**src/rtl/core/elg_pkg.sv**
```systemverilog
// elg_pkg: shared types and constants for the ElGamal engine.
// No dependencies.
package elg_pkg;

  localparam int ModWidth = 32;
  localparam int IoWidth  = 32;

  localparam logic [1:0] RegModulus    = 2'd0;
  localparam logic [1:0] RegGenerator  = 2'd1;
  localparam logic [1:0] RegPrivateKey = 2'd2;

  // Datapath operations
  typedef enum logic [3:0] {
    OP_NONE,
    OP_LOAD,     // latch inputs, start reducing operands
    OP_REDUCE,   // one shift-subtract step of operand reduction
    OP_POW_H,    // exponent: h = g^x
    OP_POW_C1,   // exponent: c1 = g^k
    OP_POW_HK,   // exponent: t = h^k
    OP_POW_S,    // exponent: s = c1^x
    OP_MUL_C2,   // c2 = msg * t
    OP_INV,      // s inverse
    OP_MUL_M,    // m = c2 * inv
    OP_ZERO      // p below two
  } op_t;

  typedef enum logic [3:0] {
    ST_IDLE,
    ST_REDUCE,
    ST_POW_H,
    ST_POW_C1,
    ST_POW_HK,
    ST_MUL_C2,
    ST_POW_S,
    ST_INV,
    ST_MUL_M,
    ST_OUT
  } state_t;

  typedef struct packed {
    op_t  op;
    logic start;   // first cycle of op
  } cmd_t;

  typedef struct packed {
    logic done;     // current op finished
    logic p_small;  // modulus below two
    logic func;     // latched operation
  } stat_t;

endpackage

```
**src/rtl/core/elgamal_modexp_engine.sv**
```systemverilog
// elgamal_modexp_engine: top level, config registers and stream ports.
// Depends on elg_pkg, elg_ctrl, elg_datapath.
//
// Textbook ElGamal over Z_p, one item at a time. An item is loaded, then goes
// through operand reduction and then a sequence of square-and-multiply
// exponentiations whose modular products run one multiplier bit a cycle in a
// shared add-double multiplier: three exponents on encrypt, two plus an
// extended Euclid pass (bit-serial divide and one product per step) on
// decrypt. The result holds on m_axis until taken; s_axis_tready is high
// only while the engine is idle.
module elgamal_modexp_engine #(
  parameter int MOD_WIDTH = elg_pkg::ModWidth
) (
  input  logic         clk,
  input  logic         rst,
  input  logic         cfg_valid,
  output logic         cfg_ready,
  input  logic [1:0]   cfg_index,
  input  logic [31:0]  cfg_data,
  input  logic         s_axis_tvalid,
  output logic         s_axis_tready,
  // tdata: message[31:0], session_key[63:32], cipher_first[95:64],
  //        cipher_second[127:96]
  input  logic [127:0] s_axis_tdata,
  input  logic         s_axis_tuser,     // func
  output logic         m_axis_tvalid,
  input  logic         m_axis_tready,
  // tdata: first_value[31:0], second_value[63:32], public_value[95:64]
  output logic [95:0]  m_axis_tdata
);
  localparam int W = MOD_WIDTH;

  logic [31:0] modulus, generator, private_key;
  assign cfg_ready = 1'b1;

  // config register writes
  always_ff @(posedge clk) begin
    if (rst) begin
      modulus <= 32'd3; generator <= 32'd2; private_key <= 32'd1;
    end else if (cfg_valid) begin
      case (cfg_index)
        elg_pkg::RegModulus:    modulus     <= cfg_data;
        elg_pkg::RegGenerator:  generator   <= cfg_data;
        elg_pkg::RegPrivateKey: private_key <= cfg_data;
        default: ;
      endcase
    end
  end

  // widen or trim a 32-bit value to W bits
  function automatic logic [W-1:0] fit(logic [31:0] v);
    logic [63:0] e;
    e = {32'd0, v};
    fit = e[W-1:0];
  endfunction
  function automatic logic [31:0] back(logic [W-1:0] v);
    logic [63+W:0] e;
    e = {64'd0, v};
    back = e[31:0];
  endfunction

  elg_pkg::cmd_t  cmd;
  elg_pkg::stat_t stat;
  logic [W-1:0] first, second, pub;
  logic in_fire, out_fire;
  assign in_fire  = s_axis_tvalid && s_axis_tready;
  assign out_fire = m_axis_tvalid && m_axis_tready;

  elg_ctrl u_ctrl (
    .clk, .rst, .in_fire, .out_fire,
    .in_ready(s_axis_tready), .out_valid(m_axis_tvalid), .cmd, .stat
  );

  elg_datapath #(.MOD_WIDTH(W)) u_dp (
    .clk, .rst, .cmd, .stat,
    .p_in(fit(modulus)), .g_in(fit(generator)), .x_in(fit(private_key)),
    .func_in(s_axis_tuser),
    .a_in(s_axis_tuser ? fit(s_axis_tdata[95:64]) : fit(s_axis_tdata[31:0])),
    .b_in(s_axis_tuser ? fit(s_axis_tdata[127:96]) : fit(s_axis_tdata[63:32])),
    .first, .second, .pub
  );

  assign m_axis_tdata = {back(pub), back(second), back(first)};
endmodule

```
**src/rtl/core/elg_datapath.sv**
```systemverilog
// elg_datapath: iterative modular arithmetic for the ElGamal engine.
// Depends on elg_pkg. Bit-serial add-double multiply, square-multiply
// exponent, shift-subtract reduction and a bit-serial divide for Euclid.
module elg_datapath #(
  parameter int MOD_WIDTH = elg_pkg::ModWidth
) (
  input  logic                 clk,
  input  logic                 rst,
  input  elg_pkg::cmd_t        cmd,
  output elg_pkg::stat_t       stat,
  input  logic [MOD_WIDTH-1:0] p_in,
  input  logic [MOD_WIDTH-1:0] g_in,
  input  logic [MOD_WIDTH-1:0] x_in,
  input  logic                 func_in,
  input  logic [MOD_WIDTH-1:0] a_in,   // msg or c1
  input  logic [MOD_WIDTH-1:0] b_in,   // k or c2
  output logic [MOD_WIDTH-1:0] first,
  output logic [MOD_WIDTH-1:0] second,
  output logic [MOD_WIDTH-1:0] pub
);
  localparam int W  = MOD_WIDTH;
  localparam int CW = $clog2(W + 1);

  logic [W-1:0] p, g, x, k, msg, c1, c2, h, t, s, iv, rf, rs;
  logic         func;
  logic [CW-1:0] rcnt;
  logic [1:0]    rsel;

  // ---- modular add helper (a,b < m)
  function automatic logic [W-1:0] add_mod(logic [W-1:0] a, logic [W-1:0] b,
                                           logic [W-1:0] m);
    logic [W-1:0] room;
    room = m - b;
    add_mod = (a >= room) ? (a - room) : (a + b);
  endfunction

  // ---- bit-serial multiplier state
  logic [W-1:0] ma, mb, macc;
  logic         mbusy;
  // ---- exponent state
  logic [W-1:0] eb, ee, eacc;
  logic         esq;      // 0: multiply acc, 1: square base
  logic         ebusy;
  // ---- reduction: rem of value mod p by shift-subtract, one bit a cycle
  logic [W:0]   rr;
  logic [W-1:0] rv;
  // ---- inverse state
  logic [W-1:0] r0, r1, t0, t1, q, dr;
  logic [CW-1:0] dcnt;
  logic [1:0]   iph;      // 0 divide, 1 multiply, 2 update
  logic         idone;

  logic [W:0] rr_sh;
  logic [W:0] dr_sh;
  logic [W-1:0] prod_neg;

  always_comb begin
    rr_sh = {rr[W-1:0], rv[W-1]};
    dr_sh = {dr, q[W-1]};
    prod_neg = (macc == '0) ? '0 : (p - macc);
  end

  logic done;
  assign stat.done    = done;
  assign stat.p_small = (p < W'(2));
  assign stat.func    = func;

  always_ff @(posedge clk) begin
    if (rst) begin
      done  <= 1'b0;
      mbusy <= 1'b0;
      ebusy <= 1'b0;
      func  <= 1'b0;
    end else begin
      done <= 1'b0;
      case (cmd.op)
        elg_pkg::OP_LOAD: begin
          p <= p_in; g <= g_in; x <= x_in; func <= func_in;
          msg <= a_in; c1 <= a_in; k <= b_in; c2 <= b_in;
          rsel <= 2'd0; rcnt <= '0; rr <= '0; rv <= g_in;
        end
        // reduce g, a, b mod p in turn: W bit steps each
        elg_pkg::OP_REDUCE: begin
          if (rcnt == CW'(W)) begin
            case (rsel)
              2'd0: begin g <= rr[W-1:0]; rv <= msg; end
              2'd1: begin msg <= rr[W-1:0]; c1 <= rr[W-1:0]; rv <= c2; end
              default: begin c2 <= rr[W-1:0]; end
            endcase
            rr <= '0; rcnt <= '0;
            if (rsel == 2'd2) done <= 1'b1;
            rsel <= rsel + 2'd1;
          end else begin
            rr <= (rr_sh >= {1'b0, p}) ? (rr_sh - {1'b0, p}) : rr_sh;
            rv <= {rv[W-2:0], 1'b0};
            rcnt <= rcnt + CW'(1);
          end
        end
        elg_pkg::OP_POW_H, elg_pkg::OP_POW_C1, elg_pkg::OP_POW_HK,
        elg_pkg::OP_POW_S: begin
          if (cmd.start) begin
            case (cmd.op)
              elg_pkg::OP_POW_H:  begin eb <= g;  ee <= x; end
              elg_pkg::OP_POW_C1: begin eb <= g;  ee <= k; end
              elg_pkg::OP_POW_HK: begin eb <= h;  ee <= k; end
              default:            begin eb <= c1; ee <= x; end
            endcase
            eacc <= W'(1); esq <= 1'b0; ebusy <= 1'b1; mbusy <= 1'b0;
          end else if (ebusy && !mbusy) begin
            if (ee == '0) begin
              ebusy <= 1'b0; done <= 1'b1;
              case (cmd.op)
                elg_pkg::OP_POW_H:  h <= eacc;
                elg_pkg::OP_POW_C1: rf <= eacc;
                elg_pkg::OP_POW_HK: t <= eacc;
                default:            s <= eacc;
              endcase
            end else if (!esq && !ee[0]) begin
              esq <= 1'b1;
            end else begin
              ma <= esq ? eb : eacc; mb <= eb; macc <= '0; mbusy <= 1'b1;
            end
          end else if (mbusy) begin
            if (mb == '0) begin
              mbusy <= 1'b0;
              if (esq) begin eb <= macc; ee <= ee >> 1; esq <= 1'b0; end
              else begin eacc <= macc; esq <= 1'b1; end
            end else begin
              if (mb[0]) macc <= add_mod(macc, ma, p);
              ma <= add_mod(ma, ma, p);
              mb <= mb >> 1;
            end
          end
        end
        elg_pkg::OP_MUL_C2, elg_pkg::OP_MUL_M: begin
          if (cmd.start) begin
            ma <= (cmd.op == elg_pkg::OP_MUL_C2) ? msg : c2;
            mb <= (cmd.op == elg_pkg::OP_MUL_C2) ? t : iv;
            macc <= '0; mbusy <= 1'b1;
          end else if (mbusy) begin
            if (mb == '0) begin
              mbusy <= 1'b0; done <= 1'b1;
              if (cmd.op == elg_pkg::OP_MUL_C2) rs <= macc;
              else begin rf <= macc; rs <= '0; end
            end else begin
              if (mb[0]) macc <= add_mod(macc, ma, p);
              ma <= add_mod(ma, ma, p);
              mb <= mb >> 1;
            end
          end
        end
        // extended Euclid: bit-serial divide, then q*t1 mod p, then update
        elg_pkg::OP_INV: begin
          if (cmd.start) begin
            r0 <= p; r1 <= s; t0 <= '0; t1 <= W'(1);
            q <= p; dr <= '0; dcnt <= '0; iph <= 2'd0;
            if (s == '0) begin iv <= W'(1); done <= 1'b1; end
            idone <= (s == '0);
          end else if (!idone) begin
            case (iph)
              2'd0: begin
                if (r1 == '0) begin
                  iv <= (r0 == W'(1)) ? t0 : '0; done <= 1'b1; idone <= 1'b1;
                end else if (dcnt == CW'(W)) begin
                  // q holds quotient, dr remainder; q equals p only when r1 is 1
                  ma <= t1; mb <= (q >= p) ? (q - p) : q; macc <= '0;
                  iph <= 2'd1;
                end else begin
                  if (dr_sh >= {1'b0, r1}) begin
                    dr <= W'(dr_sh - {1'b0, r1}); q <= {q[W-2:0], 1'b1};
                  end else begin
                    dr <= dr_sh[W-1:0]; q <= {q[W-2:0], 1'b0};
                  end
                  dcnt <= dcnt + CW'(1);
                end
              end
              2'd1: begin
                if (mb == '0) iph <= 2'd2;
                else begin
                  if (mb[0]) macc <= add_mod(macc, ma, p);
                  ma <= add_mod(ma, ma, p);
                  mb <= mb >> 1;
                end
              end
              default: begin
                t0 <= t1; t1 <= add_mod(t0, prod_neg, p);
                r0 <= r1; r1 <= dr;
                q <= r1; dr <= '0; dcnt <= '0; iph <= 2'd0;
              end
            endcase
          end
        end
        elg_pkg::OP_ZERO: begin
          rf <= '0; rs <= '0; h <= '0; done <= 1'b1;
        end
        default: ;
      endcase
    end
  end

  // POW_C1 writes rf; encrypt leaves it; decrypt MUL_M overwrites it
  assign first  = rf;
  assign second = (func && !stat.p_small) ? '0 : rs;
  assign pub    = h;

  // The dividend register reloads with the old divisor
  a_div: assert property (@(posedge clk) disable iff (rst)
    (cmd.op == elg_pkg::OP_INV && !cmd.start && !idone && iph == 2'd2) |=> (q == $past(r1)))
    else $error("divide reload wrong");
  a_loadquiet: assert property (@(posedge clk) disable iff (rst)
    (cmd.op == elg_pkg::OP_LOAD) |=> !done)
    else $error("done raised by load");
  a_rem: assert property (@(posedge clk) disable iff (rst)
    (cmd.op == elg_pkg::OP_REDUCE && rcnt != '0) |-> (rr[W-1:0] < p || p == '0))
    else $error("reduction overflow");
endmodule

```
**src/rtl/core/elg_ctrl.sv**
```systemverilog
// elg_ctrl: sequencer for the ElGamal engine.
// Depends on elg_pkg; drives elg_datapath through cmd_t/stat_t.
module elg_ctrl (
  input  logic           clk,
  input  logic           rst,
  input  logic           in_fire,
  input  logic           out_fire,
  output logic           in_ready,
  output logic           out_valid,
  output elg_pkg::cmd_t  cmd,
  input  elg_pkg::stat_t stat
);
  elg_pkg::state_t state, state_next;
  logic started, started_next;

  always_ff @(posedge clk) begin
    if (rst) begin
      state <= elg_pkg::ST_IDLE; started <= 1'b0;
    end else begin
      state <= state_next; started <= started_next;
    end
  end

  always_comb begin
    state_next   = state;
    started_next = 1'b1;
    cmd.op       = elg_pkg::OP_NONE;
    cmd.start    = !started;
    in_ready     = 1'b0;
    out_valid    = 1'b0;
    case (state)
      elg_pkg::ST_IDLE: begin
        in_ready = 1'b1;
        started_next = 1'b0;
        if (in_fire) begin
          cmd.op = elg_pkg::OP_LOAD;
          state_next = elg_pkg::ST_REDUCE;
        end
      end
      elg_pkg::ST_REDUCE: begin
        if (stat.p_small) begin
          cmd.op = elg_pkg::OP_ZERO;
          if (stat.done) begin state_next = elg_pkg::ST_OUT; started_next = 1'b0; end
        end else begin
          cmd.op = elg_pkg::OP_REDUCE;
          if (stat.done) begin state_next = elg_pkg::ST_POW_H; started_next = 1'b0; end
        end
      end
      elg_pkg::ST_POW_H: begin
        cmd.op = elg_pkg::OP_POW_H;
        if (stat.done) begin
          state_next = stat.func ? elg_pkg::ST_POW_S : elg_pkg::ST_POW_C1;
          started_next = 1'b0;
        end
      end
      elg_pkg::ST_POW_C1: begin
        cmd.op = elg_pkg::OP_POW_C1;
        if (stat.done) begin state_next = elg_pkg::ST_POW_HK; started_next = 1'b0; end
      end
      elg_pkg::ST_POW_HK: begin
        cmd.op = elg_pkg::OP_POW_HK;
        if (stat.done) begin state_next = elg_pkg::ST_MUL_C2; started_next = 1'b0; end
      end
      elg_pkg::ST_MUL_C2: begin
        cmd.op = elg_pkg::OP_MUL_C2;
        if (stat.done) begin state_next = elg_pkg::ST_OUT; started_next = 1'b0; end
      end
      elg_pkg::ST_POW_S: begin
        cmd.op = elg_pkg::OP_POW_S;
        if (stat.done) begin state_next = elg_pkg::ST_INV; started_next = 1'b0; end
      end
      elg_pkg::ST_INV: begin
        cmd.op = elg_pkg::OP_INV;
        if (stat.done) begin state_next = elg_pkg::ST_MUL_M; started_next = 1'b0; end
      end
      elg_pkg::ST_MUL_M: begin
        cmd.op = elg_pkg::OP_MUL_M;
        if (stat.done) begin state_next = elg_pkg::ST_OUT; started_next = 1'b0; end
      end
      elg_pkg::ST_OUT: begin
        out_valid = 1'b1;
        started_next = 1'b0;
        if (out_fire) state_next = elg_pkg::ST_IDLE;
      end
      default: state_next = elg_pkg::ST_IDLE;
    endcase
  end

  a_noacc: assert property (@(posedge clk) disable iff (rst)
    (state != elg_pkg::ST_IDLE) |-> !in_ready)
    else $error("ready while busy");
  a_ret: assert property (@(posedge clk) disable iff (rst)
    out_fire |=> (state == elg_pkg::ST_IDLE))
    else $error("no return to idle");
  a_go: assert property (@(posedge clk) disable iff (rst)
    in_fire |=> (state == elg_pkg::ST_REDUCE))
    else $error("accept did not start");
endmodule
```
**config.mk**
```make
export PLATFORM = sky130hd
export DESIGN_NAME = elgamal_modexp_engine
export DESIGN_NICKNAME = d
export VERILOG_FILES = /design/src/rtl/core/elg_pkg.sv /design/src/rtl/core/elgamal_modexp_engine.sv /design/src/rtl/core/elg_datapath.sv /design/src/rtl/core/elg_ctrl.sv
export SDC_FILE = /design/constraint.sdc
export NUM_CORES = 2
export LEC_CHECK = 0
export ABC_AREA = 1
export BUFFER_PORTS_ARGS = -buffer_cell sky130_fd_sc_hd__buf_2
export CELL_PAD_IN_SITES_DETAIL_PLACEMENT = 1
export CELL_PAD_IN_SITES_GLOBAL_PLACEMENT = 1
export CORE_MARGIN = 2
export CORE_UTILIZATION = 47
export CTS_CLUSTER_DIAMETER = 80
export CTS_CLUSTER_SIZE = 28
export DETAILED_ROUTE_END_ITERATION = 16
export PLACE_DENSITY_LB_ADDON = 0.1
export SETUP_SLACK_MARGIN = 0.15
export SYNTH_ARGS = -nofsm -noshare
export SYNTH_HDL_FRONTEND = slang
export SYNTH_SLANG_ARGS = --single-unit
```
**constraint.sdc**
```tcl
create_clock -name clk -period 14.1 [get_ports clk]
set_clock_uncertainty 0.05 [all_clocks]
set_input_delay 1.41 -clock clk [delete_from_list [all_inputs] [get_ports clk]]
set_output_delay 1.41 -clock clk [all_outputs]
set_load 0.05 [all_outputs]
```
==> impl_metrics.toml <==
[outcome]
status = "complete, no violations"

[synthesis]
synth_nets = 9100
synth_common_cells = "2016 x nand2_1, 1054 x nor2_1, 977 x inv_1"
synth_edf_count = 850
ys_seq_elements = 955
yosysTopAreaCellShare = 0.3883
ys_seq_area_frac = 0.4203
syn_inst = 8568
synth.avg_cell_area_sq_um = 7.672
synth_area_leaders = "edfxtp_1 39%, nand2_1 12%, ha_1 6.7%"
netlist_area_sq_um = 65730
synth_warnings = 0
synth_top_cell_by_area = "edfxtp_1"
ys.flop_type = "edfxtp_1"
yosysUniqueCellTypes = 66
async_reset_ff_frac = 0
synth.most_common_cell = "nand2_1"

[drt]
wire_per_inst_um = 31.51
totalWireLength_um = 335800
vias = 68090
ant_nets = 0
vias_per_cell = 6.388
drc = 0
drt_iter0_drc = 8996
drt_pre_antenna_iters = 8

[placed_design]
pre_cts_ws_ns = 5.925
place_congestion = 1.134
portBuffers = 265
dp_hpwl_um = 266800

[timing]
slew_headroom = 0.03944
timing.final.crit_period_ns = 8.369
worst_pin_slew_ns = 1.436
setup-violations-final = 0
fin_ws_ns = 5.731
finalSetupTns_ns = 0
final_max_slew_viol_count = 0
rsz0062_at_grt = "no"
hold_viol_final = 0
fin_crit_sh = 0.5935
max_freq_ghz = 0.1195

[power_and_ir_drop]
clkPwrFrac = 0.155
cellLeakagePower_nw = 31.18
internal-power_mw = 6.973
power_frac_comb = 0.570
power_frac_seq = 0.275
power_density_nw_per_um2 = 206.0
power.share.switching = 0.5278
ir_drop_uv = 180.6
power.switching_mw = 7.792

[critical_path]
r2r-end = "u_dp.t1[21]"
critPathMaxFanout = 33
crit_type = "register to register"
crit_slowest_cell = "inv_2"
regToRegSetupSlack_ns = 5.73
required_ns = 14.56
start_kind = "register"
reg2reg_depth = 34
slowest_delay_ns = 0.92
crit_path_end_kind = "register"
crit_top_cell = "nand2_1"
cp.arrival_ns = 8.83
r2r_start = "u_dp.p[0]"

[flow_run]
drv_cap = 0

[clock_network]
clockRootBuffer = "clkbuf_16"
insertion_delay_ns = 0.75
numCtsBuffers = 67
clockBufferDepth = 3
htree_levels = 3
cts_tree = "done"
hold_buffers = 0
cts-resized-gates = 0
cts_sinks = 955
path_clk_slew_ns = 0.10
post-cts-setup-buffer-count = 0

[global_route]
grt_antenna_before_repair = 41
grt_util_all_layers = 0.4593
grt_max_degree = 98
grt_first_pass_wirelength_um = 469900
overflow = 0
first_global_vias = 65740

[min_path]
holdCritStartpoint = "private_key[25]"
holdCritPathClass = "register to register"
hold_end = "u_dp.x[25]"
hold_depth = 0

[floorplan]
die_area_sq_um = 142900
initial_core_util = 0.4722
chipHeight_um = 378.0
core_area_sq_um = 139200
num_rows = 137
die_w_um = 378.0
ioPinCount = 267

[final_layout]
drive_above_1_share = 0.07246
area_growth_pct = 9.068
nets = 9230
utilization = 0.5151
==> power groups by stage <==
stage                     registers, mW  logic (mW)  clock network, mW
final                              4.06        8.42               2.29
after global routing               4.05        8.94               2.36
after CTS                          4.02        8.09               2.28
after detailed placement           4.08        8.03                  0
after global placement             4.06        7.88                  0
after floorplan                    3.94        5.14                  0
==> cells by family after synthesis <==
| logic type | synth area share |
|---|---|
| compound gates | 0.1594 |
| xor+xnor | 0.03078 |
| fa+ha+maj | 0.07054 |
| buf+inv | 0.07686 |
| flops | 0.4203 |
| mux | 0.005482 |
| other cells | 0.00005705 |
| simple gates | 0.2366 |
==> critical path, delay by kind of cell (launching register included) <==
kind | cells | cell delay [ns]
AOI/OAI and AO/OA | 9 | 1.72
xor gates and xnor gates | 1 | 0.17
adders and majority gates | 4 | 1.47
buffers and inverters | 4 | 1.32
DFF | 1 | 0.56
and+or+nand+nor | 16 | 2.82
==> routing by layer <==
metal  vias up  track usage  wire length [um]
met4        52       0.3216             27730
li1      29220            -                 -
met2      4311       0.6567            138200
met5         -      0.01852               713
met3       958       0.1497             42240
met1     33550       0.5827            127000
==> placed cells by master (no fill, tap or decap), types with 22 or more instances in the layout <==
cell type	Yosys	layout
a21o_1	49	49
a21oi_1	768	764
a221oi_1	22	22
a31oi_1	34	33
buf_2	49	264
buf_4	11	107
clkbuf_16	0	68
dfxtp_1	105	103
diode_2	0	34
edfxtp_1	850	850
ha_1	353	353
inv_1	977	975
mux2_2	32	32
nand2_1	2016	2015
nand3_1	396	396
nand3b_1	26	26
nand4_1	75	75
nor2_1	1054	1042
nor3_1	101	97
nor4_1	54	54
o211ai_1	70	70
o21ai_0	656	656
o21ai_1	53	53
o21bai_1	44	44
o221ai_1	22	22
o22ai_1	42	42
o32ai_1	31	28
xnor2_1	98	98
xor2_1	133	133
==> worst max-delay path by stage <==
stage,from,to,depth (start not counted)
2_1_floorplan,rst,u_dp.r0[0],4
3_3_place_gp,u_dp.p[0],u_dp.t1[21],34
3_5_place_dp,u_dp.p[0],u_dp.t1[21],34
4_1_cts,u_dp.p[0],u_dp.t1[21],34
5_1_grt,u_dp.p[0],u_dp.t1[1],32
6_report,u_dp.p[0],u_dp.t1[21],34
==> metrics by stage <==
step / total power [mW] / cell area (sq um) / hold slack, ns / cells
after floorplan: 9.078 / 65730 / 0.3530 / 8568
after CTS: 14.38 / 71610 / 0.3888 / 10630
after global routing: 15.35 / 71620 / 0.4023 / 10630
after global placement: 11.94 / 69120 / 0.3620 / 10510
after detailed placement: 12.11 / 69120 / 0.3627 / 10510
final: 14.77 / 71690 / 0.3926 / 10660
==> final cells by class <==
cell class	count	area [sq um]
diodes	34	85.08
repair buffers	371	2125
flip-flops and latches	955	27630
clock inverters	46	763.2
multi-input cells	6305	33260
well taps	1876	2347
fillers	17370	67500
clock buffers	75	1728
inverters	998	3750
Power figures use the tool's default switching activity.
